File: config.mk
export PLATFORM = sky130hd
export DESIGN_NAME = rc_frame_decoder
export DESIGN_NICKNAME = d
export VERILOG_FILES = /design/src/rtl/rcfd_pkg.sv /design/src/rtl/rcfd_store.sv /design/src/rtl/rcfd_decode.sv /design/src/rtl/rcfd_out.sv /design/src/rtl/rc_frame_decoder.sv
export SDC_FILE = /design/constraint.sdc
export NUM_CORES = 1
export LEC_CHECK = 0
export ABC_AREA = 0
export ABC_CLOCK_PERIOD_IN_PS = 23800
export BUFFER_PORTS_ARGS = -buffer_cell sky130_fd_sc_hd__buf_2
export CAP_MARGIN = 20
export CORE_MARGIN = 8
export CORE_UTILIZATION = 50
export CTS_CLUSTER_SIZE = 14
export DETAILED_ROUTE_END_ITERATION = 8
export GPL_ROUTABILITY_DRIVEN = 1
export GPL_TIMING_DRIVEN = 0
export MAX_ROUTING_LAYER = met4
export PLACE_DENSITY_LB_ADDON = 0.1
export SLEW_MARGIN = 15
export SYNTH_ARGS = -nofsm -noshare
export SYNTH_HDL_FRONTEND = slang
export SYNTH_HIERARCHICAL = 1
export SYNTH_SLANG_ARGS = --single-unit
File: constraint.sdc
create_clock -name clk -period 23.8 [get_ports clk]
set_input_delay 2.38 -clock clk [delete_from_list [all_inputs] [get_ports clk]]
set_output_delay 2.38 -clock clk [all_outputs]
set_load 0.005 [all_outputs]
File: src/rtl/rcfd_pkg.sv
// Shared types and constants for the remote-control frame decoder.
package rcfd_pkg;

    localparam int FRAME_BYTES      = 18;
    localparam int BUFFER_BYTES_DEF = 36;
    localparam int IDX_W            = $clog2(FRAME_BYTES);
    localparam int CFG_W            = 11;

    localparam logic [CFG_W-1:0] OFFSET_RESET = 11'd1024;
    localparam logic [CFG_W-1:0] LIMIT_RESET  = 11'd700;

    localparam logic [1:0] SW_DOWN = 2'd2;

    typedef enum logic
    {
        OP_BYTE = 1'b0,
        OP_IDLE = 1'b1
    } opcode_t;

    typedef enum logic
    {
        REG_CHANNEL_OFFSET = 1'b0,
        REG_ERROR_LIMIT    = 1'b1
    } reg_index_t;

    typedef struct packed
    {
        logic signed [11:0] channel_0;
        logic signed [11:0] channel_1;
        logic signed [11:0] channel_2;
        logic signed [11:0] channel_3;
        logic signed [15:0] channel_4;
        logic        [3:0]  switches;
        logic signed [15:0] mouse_x;
        logic signed [15:0] mouse_y;
        logic signed [15:0] mouse_z;
        logic        [15:0] mouse_buttons;
        logic        [15:0] key_bits;
        logic               frame_error;
    } frame_t;

    typedef struct packed
    {
        logic out_valid;
        logic full;
    } buf_status_t;

endpackage

File: src/rtl/rcfd_store.sv
// Byte counter and 18-byte frame store; flags a complete frame on idle.
module rcfd_store #(
    parameter int BUFFER_BYTES = rcfd_pkg::BUFFER_BYTES_DEF
) (
    input  logic       clk,
    input  logic       rst_n,
    input  logic       accept,
    input  logic       opcode,
    input  logic [7:0] data_byte,
    output logic [7:0] frame_bytes [rcfd_pkg::FRAME_BYTES],
    output logic       frame_go
);

    localparam int CNT_W = $clog2(BUFFER_BYTES + 1);

    logic [CNT_W-1:0] count_reg, count_next;
    logic [7:0]       store_reg  [rcfd_pkg::FRAME_BYTES];
    logic [7:0]       store_next [rcfd_pkg::FRAME_BYTES];

    always_comb
    begin
        count_next = count_reg;
        store_next = store_reg;
        if (accept)
        begin
            if (opcode == rcfd_pkg::OP_BYTE)
            begin
                if (count_reg < CNT_W'(BUFFER_BYTES))
                begin
                    count_next = count_reg + CNT_W'(1);
                    // bytes past the frame are counted only
                    if (count_reg < CNT_W'(rcfd_pkg::FRAME_BYTES))
                    begin
                        store_next[count_reg[rcfd_pkg::IDX_W-1:0]] = data_byte;
                    end
                end
            end
            else
            begin
                count_next = '0;
            end
        end
    end

    assign frame_go = accept && (opcode == rcfd_pkg::OP_IDLE)
                      && (count_reg == CNT_W'(rcfd_pkg::FRAME_BYTES));

    assign frame_bytes = store_reg;

    always_ff @(posedge clk or negedge rst_n)
    begin
        if (!rst_n)
        begin
            count_reg <= '0;
        end
        else
        begin
            count_reg <= count_next;
        end
    end

    always_ff @(posedge clk)
    begin
        store_reg <= store_next;
    end

endmodule

File: src/rtl/rcfd_decode.sv
// Field unpacking, offset removal and range check for one stored frame.
module rcfd_decode (
    input  logic [7:0]                  frame_bytes [rcfd_pkg::FRAME_BYTES],
    input  logic [rcfd_pkg::CFG_W-1:0]  channel_offset,
    input  logic [rcfd_pkg::CFG_W-1:0]  error_limit,
    output rcfd_pkg::frame_t            frame
);

    logic [10:0]        raw   [4];
    logic signed [11:0] ch    [4];
    logic [11:0]        mag   [4];
    logic [3:0]         over;
    logic [1:0]         s_left, s_right;
    logic               bad;

    always_comb
    begin
        raw[0] = {frame_bytes[1][2:0], frame_bytes[0]};
        raw[1] = {frame_bytes[2][5:0], frame_bytes[1][7:3]};
        raw[2] = {frame_bytes[4][0], frame_bytes[3], frame_bytes[2][7:6]};
        raw[3] = {frame_bytes[5][3:0], frame_bytes[4][7:1]};
        s_left  = frame_bytes[5][5:4];
        s_right = frame_bytes[5][7:6];

        for (int i = 0; i < 4; i++)
        begin
            ch[i]   = $signed({1'b0, raw[i]}) - $signed({1'b0, channel_offset});
            mag[i]  = ch[i][11] ? 12'(-ch[i]) : 12'(ch[i]);
            over[i] = mag[i] > {1'b0, error_limit};
        end

        bad = (|over) || (s_left == 2'd0) || (s_right == 2'd0);

        if (bad)
        begin
            frame             = '0;
            frame.switches    = {rcfd_pkg::SW_DOWN, rcfd_pkg::SW_DOWN};
            frame.frame_error = 1'b1;
        end
        else
        begin
            frame.channel_0     = ch[0];
            frame.channel_1     = ch[1];
            frame.channel_2     = ch[2];
            frame.channel_3     = ch[3];
            // fifth channel wraps at 16 bits
            frame.channel_4     = {frame_bytes[17], frame_bytes[16]}
                                  - {5'd0, channel_offset};
            frame.switches      = {s_right, s_left};
            frame.mouse_x       = {frame_bytes[7], frame_bytes[6]};
            frame.mouse_y       = {frame_bytes[9], frame_bytes[8]};
            frame.mouse_z       = {frame_bytes[11], frame_bytes[10]};
            frame.mouse_buttons = {frame_bytes[13], frame_bytes[12]};
            frame.key_bits      = {frame_bytes[15], frame_bytes[14]};
            frame.frame_error   = 1'b0;
        end
    end

endmodule

File: src/rtl/rcfd_out.sv
// Result register with one skid entry behind it.
module rcfd_out (
    input  logic                  clk,
    input  logic                  rst_n,
    input  logic                  push,
    input  rcfd_pkg::frame_t      push_frame,
    input  logic                  out_stall,
    output rcfd_pkg::frame_t      out_frame,
    output rcfd_pkg::buf_status_t status
);

    rcfd_pkg::frame_t out_reg, out_next;
    rcfd_pkg::frame_t skid_reg, skid_next;
    logic             out_valid_reg, out_valid_next;
    logic             skid_valid_reg, skid_valid_next;
    logic             pop;

    assign pop = out_valid_reg && !out_stall;

    always_comb
    begin
        out_next        = out_reg;
        skid_next       = skid_reg;
        out_valid_next  = out_valid_reg;
        skid_valid_next = skid_valid_reg;
        if (skid_valid_reg)
        begin
            // input is stalled while the skid entry is held
            if (pop)
            begin
                out_next        = skid_reg;
                skid_valid_next = 1'b0;
            end
        end
        else if (!out_valid_reg || pop)
        begin
            out_next       = push_frame;
            out_valid_next = push;
        end
        else if (push)
        begin
            skid_next       = push_frame;
            skid_valid_next = 1'b1;
        end
    end

    always_ff @(posedge clk or negedge rst_n)
    begin
        if (!rst_n)
        begin
            out_valid_reg  <= 1'b0;
            skid_valid_reg <= 1'b0;
        end
        else
        begin
            out_valid_reg  <= out_valid_next;
            skid_valid_reg <= skid_valid_next;
        end
    end

    always_ff @(posedge clk)
    begin
        out_reg  <= out_next;
        skid_reg <= skid_next;
    end

    assign out_frame        = out_reg;
    assign status.out_valid = out_valid_reg;
    assign status.full      = skid_valid_reg;

endmodule

File: src/rtl/rc_frame_decoder.sv
// Top level of the remote-control 18-byte frame decoder.
//
// Takes one request per cycle while in_stall is low: a received byte (opcode
// 0) or a line-idle event (opcode 1). Bytes are stored and counted, the
// count saturating at BUFFER_BYTES; only the first 18 are kept. An idle
// event clears the count and, when exactly 18 bytes came in, yields one
// decoded frame request: the frame store feeds a single layer of decode logic
// (four 12-bit subtracts and magnitude compares) that loads the result register.
// A bad frame (stick beyond error_limit or a switch at zero) comes out with
// all fields zero, both switches at down and frame_error set. A skid entry
// behind the result register keeps input requests flowing while a result
// waits; in_stall rises only when both are full. Config writes (register 0
// channel_offset, 1 error_limit) take effect at once and belong to idle time.
module rc_frame_decoder #(
    parameter int BUFFER_BYTES = rcfd_pkg::BUFFER_BYTES_DEF
) (
    input  logic                         clk,
    input  logic                         rst_n,
    // input requests
    input  logic                         in_valid,
    output logic                         in_stall,
    input  logic                         opcode,
    input  logic [7:0]                   data_byte,
    // result requests
    output logic                         out_valid,
    input  logic                         out_stall,
    output logic signed [11:0]           channel_0,
    output logic signed [11:0]           channel_1,
    output logic signed [11:0]           channel_2,
    output logic signed [11:0]           channel_3,
    output logic signed [15:0]           channel_4,
    output logic [3:0]                   switches,
    output logic signed [15:0]           mouse_x,
    output logic signed [15:0]           mouse_y,
    output logic signed [15:0]           mouse_z,
    output logic [15:0]                  mouse_buttons,
    output logic [15:0]                  key_bits,
    output logic                         frame_error,
    // configuration
    input  logic                         cfg_wr_en,
    input  logic                         cfg_index,
    input  logic [rcfd_pkg::CFG_W-1:0]   cfg_data
);

    logic [rcfd_pkg::CFG_W-1:0] offset_reg, offset_next;
    logic [rcfd_pkg::CFG_W-1:0] limit_reg, limit_next;

    logic                  in_accept;
    logic [7:0]            frame_bytes [rcfd_pkg::FRAME_BYTES];
    logic                  frame_go;
    rcfd_pkg::frame_t      dec_frame;
    rcfd_pkg::frame_t      out_frame;
    rcfd_pkg::buf_status_t buf_status;

    // config registers
    always_comb
    begin
        offset_next = offset_reg;
        limit_next  = limit_reg;
        if (cfg_wr_en)
        begin
            unique case (rcfd_pkg::reg_index_t'(cfg_index))
                rcfd_pkg::REG_CHANNEL_OFFSET: offset_next = cfg_data;
                rcfd_pkg::REG_ERROR_LIMIT:    limit_next  = cfg_data;
                default:                      offset_next = offset_reg;
            endcase
        end
    end

    always_ff @(posedge clk or negedge rst_n)
    begin
        if (!rst_n)
        begin
            offset_reg <= rcfd_pkg::OFFSET_RESET;
            limit_reg  <= rcfd_pkg::LIMIT_RESET;
        end
        else
        begin
            offset_reg <= offset_next;
            limit_reg  <= limit_next;
        end
    end

    assign in_stall  = buf_status.full;
    assign in_accept = in_valid && !in_stall;

    rcfd_store #(
        .BUFFER_BYTES(BUFFER_BYTES)
    ) u_store (
        .clk        (clk),
        .rst_n      (rst_n),
        .accept     (in_accept),
        .opcode     (opcode),
        .data_byte  (data_byte),
        .frame_bytes(frame_bytes),
        .frame_go   (frame_go)
    );

    // decode straight off the stored bytes; frame_go loads the result
    rcfd_decode u_decode (
        .frame_bytes   (frame_bytes),
        .channel_offset(offset_reg),
        .error_limit   (limit_reg),
        .frame         (dec_frame)
    );

    rcfd_out u_out (
        .clk       (clk),
        .rst_n     (rst_n),
        .push      (frame_go),
        .push_frame(dec_frame),
        .out_stall (out_stall),
        .out_frame (out_frame),
        .status    (buf_status)
    );

    assign out_valid     = buf_status.out_valid;
    assign channel_0     = out_frame.channel_0;
    assign channel_1     = out_frame.channel_1;
    assign channel_2     = out_frame.channel_2;
    assign channel_3     = out_frame.channel_3;
    assign channel_4     = out_frame.channel_4;
    assign switches      = out_frame.switches;
    assign mouse_x       = out_frame.mouse_x;
    assign mouse_y       = out_frame.mouse_y;
    assign mouse_z       = out_frame.mouse_z;
    assign mouse_buttons = out_frame.mouse_buttons;
    assign key_bits      = out_frame.key_bits;
    assign frame_error   = out_frame.frame_error;

    // skid entry only fills behind a held result
    a_stall_needs_result: assert property (
        @(posedge clk) disable iff (!rst_n) in_stall |-> out_valid)
        else $error("in_stall without a pending result");

    // a new result only follows an accepted idle event
    a_result_from_idle: assert property (
        @(posedge clk) disable iff (!rst_n)
        (out_valid && !$past(out_valid)) |-> $past(in_valid && !in_stall && opcode))
        else $error("result without an idle event");

    // error frames carry the fixed switch pattern, a zero channel_0 and zero key_bits
    a_error_frame: assert property (
        @(posedge clk) disable iff (!rst_n)
        (out_valid && frame_error) |-> (switches == 4'hA && channel_0 == 12'sd0
                                        && key_bits == 16'd0))
        else $error("malformed error frame");

endmodule

# Yosys cells after proc, flatten, opt, wreduce, memory -nomap -nowiden
# Cells that the tools add are included.
[word_totals] regBits=472 input_bits=26 output_inout_bits=151 word_cells=112
[op_classes] add_sub_neg=10 order_cmp=8 n_eq_ne=2 n_mux=17 bitwise=5 n_reduce_logical=23
[ops] op="$mux 149" n=4
[ops] op="$bwmux 144" n=1
[ops] op="$gt 12x11->1" n=4
[ops] op="$mux 12" n=4
[ops] op="$neg 12->12" n=4
[ops] op="$sub 11x11->12" n=4
[ops] op="$demux 8 s5" n=1
[ops] op="$sub 16x11->16" n=1
[ops] op="$mux 6" n=2
[ops] op="$reduce_and 2->1" n=5
[ops] op="$mux 8" n=1
[ops] op="$add 6x1->6 const B" n=1
[ops] op="$eq 6x5->1 const B" n=1
[ops] op="$ge 6x6->1 const B" n=1
[ops] op="$lt 6x1->1 const B" n=1
[ops] op="$lt 6x5->1 const B" n=1
[ops] op="$lt 6x6->1 const B" n=1
[ops] op="$not 5->6" n=1
[ops] op="$logic_and 1x1->1" n=5
[ops] op="$logic_not 2->1" n=2
[ops] op="$mux 1" n=4
[ops] op="$not 1->1" n=4
[ops] op="$reduce_and 4->1" n=1
[ops] op="$reduce_bool 2->1" n=2
[ops] op="other kinds (5)" n=9

# Logic depth before layout (Yosys ltp)
[depth] word_depth=10 depth_mapped=25 ltp_nobuf=22

# Hierarchy
# Netlist, hierarchy kept.
[modules_own_cells] mod="rcfd_out" n_inst=1 cells_per_inst=477 area_per_inst_um2=11079.4 seq_area_each_um2=8998.6
[modules_own_cells] mod="rcfd_decode" n_inst=1 cells_per_inst=812 area_per_inst_um2=5811.8 seq_area_each_um2=0.0
[modules_own_cells] mod="rcfd_store" n_inst=1 cells_per_inst=218 area_per_inst_um2=4916.0 seq_area_each_um2=4474.3
[modules_own_cells] mod="rc_frame_decoder" n_inst=1 cells_per_inst=49 area_per_inst_um2=893.4 seq_area_each_um2=559.3

# Worst setup path after synthesis
# Ideal clock, no wire load.
[synth_path] path_kind="input to register" from="input in_valid" to="register u_out/skid_reg[0] in the netlist's numbering (enable)" setup_time_ns=0.840 t_arrival_ns=13.034 required_time_ns=22.960 setup_slack_ns=9.926 cell_stages=6 n_path_buf=1 path_cell_list="nor2b_1 buf_2 nand4_1 nor2_1 inv_1 nor3_1"
[synth_via] elab_chain_cells=4
[synth_lines] element="from (decl)" line_no="rc_frame_decoder.sv:20" rtl="input logic in_valid,"
[synth_lines] element="$logic_and 1x1->1" line_no="rc_frame_decoder.sv:85" rtl="assign in_accept = in_valid && !in_stall;"
[synth_lines] element="$logic_and 1x1->1" line_no="rcfd_store.sv:45" rtl="assign frame_go = accept && (opcode == rcfd_pkg::OP_IDLE)"
[synth_lines] element="$logic_and 1x1->1" line_no="rcfd_store.sv:46" rtl="&& (count_reg == CNT_W'(rcfd_pkg::FRAME_BYTES));"
[synth_lines] element="named net frame_go" line_no="rc_frame_decoder.sv:50" rtl="logic frame_go;"
[synth_lines] element="$reduce_and 3->1 (no line)"
[synth_lines] element="to (signal assigned)" line_no="rcfd_out.sv:64" rtl="skid_reg <= skid_next;"
[synth_lines] element="to (decl)" line_no="rcfd_out.sv:13" rtl="rcfd_pkg::frame_t skid_reg, skid_next;"
# The timed path passes the listed nets, and every way through them passes these cells.
# A chain may end at the register's enable or synchronous reset.

==> run summary <==
- clock latency on the worst-skew pair: 590 ps
- DRC marker count from the first detailed-route iteration: 811
- hold buffers post-CTS: 0
- ranking of synthesized cells by area: sky130_fd_sc_hd__edfxtp_1 58%, sky130_fd_sc_hd__ha_1 5.9%, sky130_fd_sc_hd__mux2_2 5.4%, sky130_fd_sc_hd__mux2_4 4.4%, sky130_fd_sc_hd__and2_1 3.3%
- Met2 Routed Length: 23800 um
- part of the power in registers: 42.4%
- worst-case setup slack after placement: 16800 ps
- endpoints failing setup: 0
- Hold Path Cell Cnt: 1
- total power divided by cell area: 97.3 nW/um^2
- Storage cell area: 14000 um^2
- initial cell density of the core: 50.3%
- Yosys warning count: 6
- total I/O pin count: 177
- maximum resistive drop on vdd: 0.0000648 V
- Synth cell types: 84
- shortest clock period the worst path allows after layout: 7060 ps
- Resized cells post-CTS: 0
- via count of the first global-routing pass: 13441
- sw power: 759 uW
- Yosys top cell area share: 58.5%
- Setup crit end kind: flop
- Root Buffer Master: sky130_fd_sc_hd__clkbuf_16
- number of nets in the layout: 1945
- RSZ-0062 raised after global routing: false
- number of antenna violations at the first check in global routing: 4
- category of cells accounting for the largest share of critical-path delay: compound AO/OA/AOI/OAI gates
- total power draw: 2540 uW
- DR WL met3: 2780 um
- Routed Wire Length: 51700 um
- worst reg2reg path depth: 21
- most used flip-flop cell after synthesis: sky130_fd_sc_hd__edfxtp_1
- remaining global-route overflow: 0
- clock input transition at the sequential cells of the worst setup and hold paths: 60 ps
- Post-Synthesis Net Count: 1694
- crit-path cells: inv_1, ha_1, nor2_1, a211oi_2, o2111ai_2, nand3_2, o22a_1, clkbuf_1, a31oi_1, xnor2_1, ha_1, a211o_1, o211ai_1, a21oi_1, a2111o_1, a211oi_1, o311ai_2, a2111oi_4, clkbuf_1, nor2b_1, mux2_2
- actual slew at the worst max-slew pin: 991 ps
- residual DRC count: 0
- final count of hold timing violations: 0
- hpwl dp: 36600 um
- DR pass1 iterations: 5
- number of buffers and inverters on the critical path: 3
- placeable core region: 45100 um^2
- CTS H-tree depth: 2
- CTS sink cnt: 472
- data required time at the worst endpoint: 24250 ps
- fraction of layout instances using a drive strength above 1: 28.4%
- maximum number of pins on one net before global-route repair: 31
- clk buf depth: 3
- mean routed wirelength per cell: 21.1 um
- WP depth: 21
- slowest cell delay on critical path: 850 ps
- Worst Hold Slack: 506 ps
- highest metal layer used by the detailed router: met4
- area added between synthesis and finish: 15.2%
- maximum capacitance violations: 0
- LEAKAGE: 0.0107 uW
- CP max FO: 10
- Setup CP Type: flop to flop
- Setup TNS Final: 0 ps
- critical path's slowest cell: sky130_fd_sc_hd__a2111oi_4
- launching point of the worst reg2reg path: offset_reg[1]
- worst hold path type: flop to flop
- Critical Path Start Type: flop
- Async S/R FF share, synth: 6.36%
- clock tree from TritonCTS: done
- buffers added on ports: 175
- total number of placement rows: 78
- routed vias/inst: 5.49
- Final Worst Setup Slack: 16740 ps
- worst min-delay path startpoint: offset_reg[3]
- die outline height: 229 um
- number of max-slew violations in the final report: 0
- DIE AREA: 52500 um^2
- Max Clk Rate: 0.142 GHz
- number of buffers created by CTS: 49
- footprint of the multi-input gates: 8090 um^2
- flops & latches, synth: 472
- area of the mapped netlist: 22700 um^2
- floorplan die width: 229 um
- Int Power: 1780 uW
- first element of the critical path: offset_reg[1]
- gate count after technology mapping: 1556
- switching part of the total power: 29.8%
- worst-case clock skew: 20.1 ps
- post-CTS setup buffers: 0
- total of fill cells in the finished design: 3677
- portion of total power attributed to the clock network: 27.4%
- combinational share of power: 30.2%
- worst-case headroom to the max-slew limit: 33.1%
- data arrival time of the critical path: 7510 ps
- met1 layer wirelength in the final routing: 24200 um
- number of vias in the routed layout: 13424
- average cell area after synthesis: 14.6 um^2
- GPL Wtd Cong: 0.914
- run status: complete, no violations
- sequential fraction of the synthesis area: 61.8%
- final worst path period share: 29.6%
- final cell utilization of the core: 58.0%
- top cell type by total area after synthesis: sky130_fd_sc_hd__edfxtp_1
- global-route wire length before repair: 79700 um
- overall routing resource usage: 20.1%
- EDFF count, synth: 442
- count of nets left with antenna violations after detail routing: 0
-- per-layer routing --
| layer | global-route usage [%] | vias to the layer above |
|---|---|---|
| met5 | - | - |
| li1 | - | 6372 |
| met3 | 3.78 | 65 |
| met4 | 4.46 | 0 |
| met1 | 27.7 | 6631 |
| met2 | 31.0 | 356 |
-- power groups by stage --
stage	Sequential, uW	Combinational [uW]	Clock (uW)
detailed placement	1100	770	0
global placement	1100	757	0
global route	1090	853	745
floorplan	1100	494	0
finish	1080	769	697
CTS	1080	774	717
-- kinds of logic after synthesis --
kind of cell / Yosys count / share of synthesized area, %
simple gates: 417 / 10.3
buf+inv: 112 / 2.65
fa+ha+maj: 112 / 6.34
mux: 180 / 9.99
compound gates: 197 / 6.33
xor+xnor: 66 / 2.55
flops: 472 / 61.8
-- through the flow --
step | std cells | cell area (um^2)
2_1_floorplan | 1556 | 22700
3_3_place_gp | 2331 | 24300
3_5_place_dp | 2354 | 24700
4_1_cts | 2444 | 26100
5_1_grt | 2447 | 26200
6_report | 2447 | 26200
-- cell type report --
class	instances	share of cell area (%)
timing repair buffer	200	4.67
clock inverter	25	0.598
multi-input combinational	972	30.9
sequential	472	53.7
tap	600	2.87
antenna	1	0.00957
clock buffer	65	4.96
buffer	46	1.35
inverter	66	0.947
-- synth_stat cells, types with 5 or more instances --
library cell and number:
sky130_fd_sc_hd__a211o_1 6, sky130_fd_sc_hd__a211oi_1 8, sky130_fd_sc_hd__a21o_1 7, sky130_fd_sc_hd__a21oi_1 39, sky130_fd_sc_hd__a31o_2 5, sky130_fd_sc_hd__a31oi_1 16
sky130_fd_sc_hd__and2_1 119, sky130_fd_sc_hd__and3_1 15, sky130_fd_sc_hd__buf_2 13, sky130_fd_sc_hd__buf_6 20, sky130_fd_sc_hd__clkbuf_1 9, sky130_fd_sc_hd__dfrtp_1 23
sky130_fd_sc_hd__dfstp_2 7, sky130_fd_sc_hd__edfxtp_1 442, sky130_fd_sc_hd__fa_1 5, sky130_fd_sc_hd__ha_1 107, sky130_fd_sc_hd__inv_1 64, sky130_fd_sc_hd__mux2_2 109
sky130_fd_sc_hd__mux2_4 66, sky130_fd_sc_hd__mux2i_1 5, sky130_fd_sc_hd__nand2_1 44, sky130_fd_sc_hd__nand2b_1 8, sky130_fd_sc_hd__nand3_1 12, sky130_fd_sc_hd__nand4_1 7
sky130_fd_sc_hd__nor2_1 93, sky130_fd_sc_hd__nor2b_1 40, sky130_fd_sc_hd__nor3_1 17, sky130_fd_sc_hd__nor3b_1 9, sky130_fd_sc_hd__nor4_1 12, sky130_fd_sc_hd__o211ai_1 12
sky130_fd_sc_hd__o21a_1 12, sky130_fd_sc_hd__o21ai_0 37, sky130_fd_sc_hd__or2_2 10, sky130_fd_sc_hd__or3_1 8, sky130_fd_sc_hd__xnor2_1 48, sky130_fd_sc_hd__xor2_1 18
-- worst paths after layout --
kind	slack, ps	endpoint
worst max register to register	16740	u_out/out_frame[144]
min in group asynchronous	1850	limit_reg[10]
worst max-delay path	16740	u_out/out_frame[144]
worst min-delay path	510	offset_reg[3]
worst min register to register	510	offset_reg[3]
max in group asynchronous	21470	u_store/count_reg[3]
-- layout by cell type (no fill, tap or decap), types with 9 or more instances in the layout --
master,count
sky130_fd_sc_hd__nor3b_1,9
sky130_fd_sc_hd__o21ai_0,37
sky130_fd_sc_hd__nor3_1,15
sky130_fd_sc_hd__mux2_4,66
sky130_fd_sc_hd__a21oi_1,39
sky130_fd_sc_hd__dfrtp_1,23
sky130_fd_sc_hd__or2_2,10
sky130_fd_sc_hd__and2_1,119
sky130_fd_sc_hd__clkbuf_1,24
sky130_fd_sc_hd__nand3_1,12
sky130_fd_sc_hd__clkbuf_16,49
sky130_fd_sc_hd__a31oi_1,16
sky130_fd_sc_hd__and3_1,15
sky130_fd_sc_hd__nor2b_1,40
sky130_fd_sc_hd__nor4_1,12
sky130_fd_sc_hd__edfxtp_1,442
sky130_fd_sc_hd__ha_1,107
sky130_fd_sc_hd__o211ai_1,12
sky130_fd_sc_hd__o21a_1,12
sky130_fd_sc_hd__xnor2_1,48
sky130_fd_sc_hd__nand2_1,44
sky130_fd_sc_hd__nor2_1,93
sky130_fd_sc_hd__buf_2,189
sky130_fd_sc_hd__buf_6,26
sky130_fd_sc_hd__xor2_1,18
sky130_fd_sc_hd__clkinv_1,13
sky130_fd_sc_hd__buf_4,14
sky130_fd_sc_hd__mux2_2,109
sky130_fd_sc_hd__inv_1,64
Note: power is estimated with default switching activity, not from simulation.
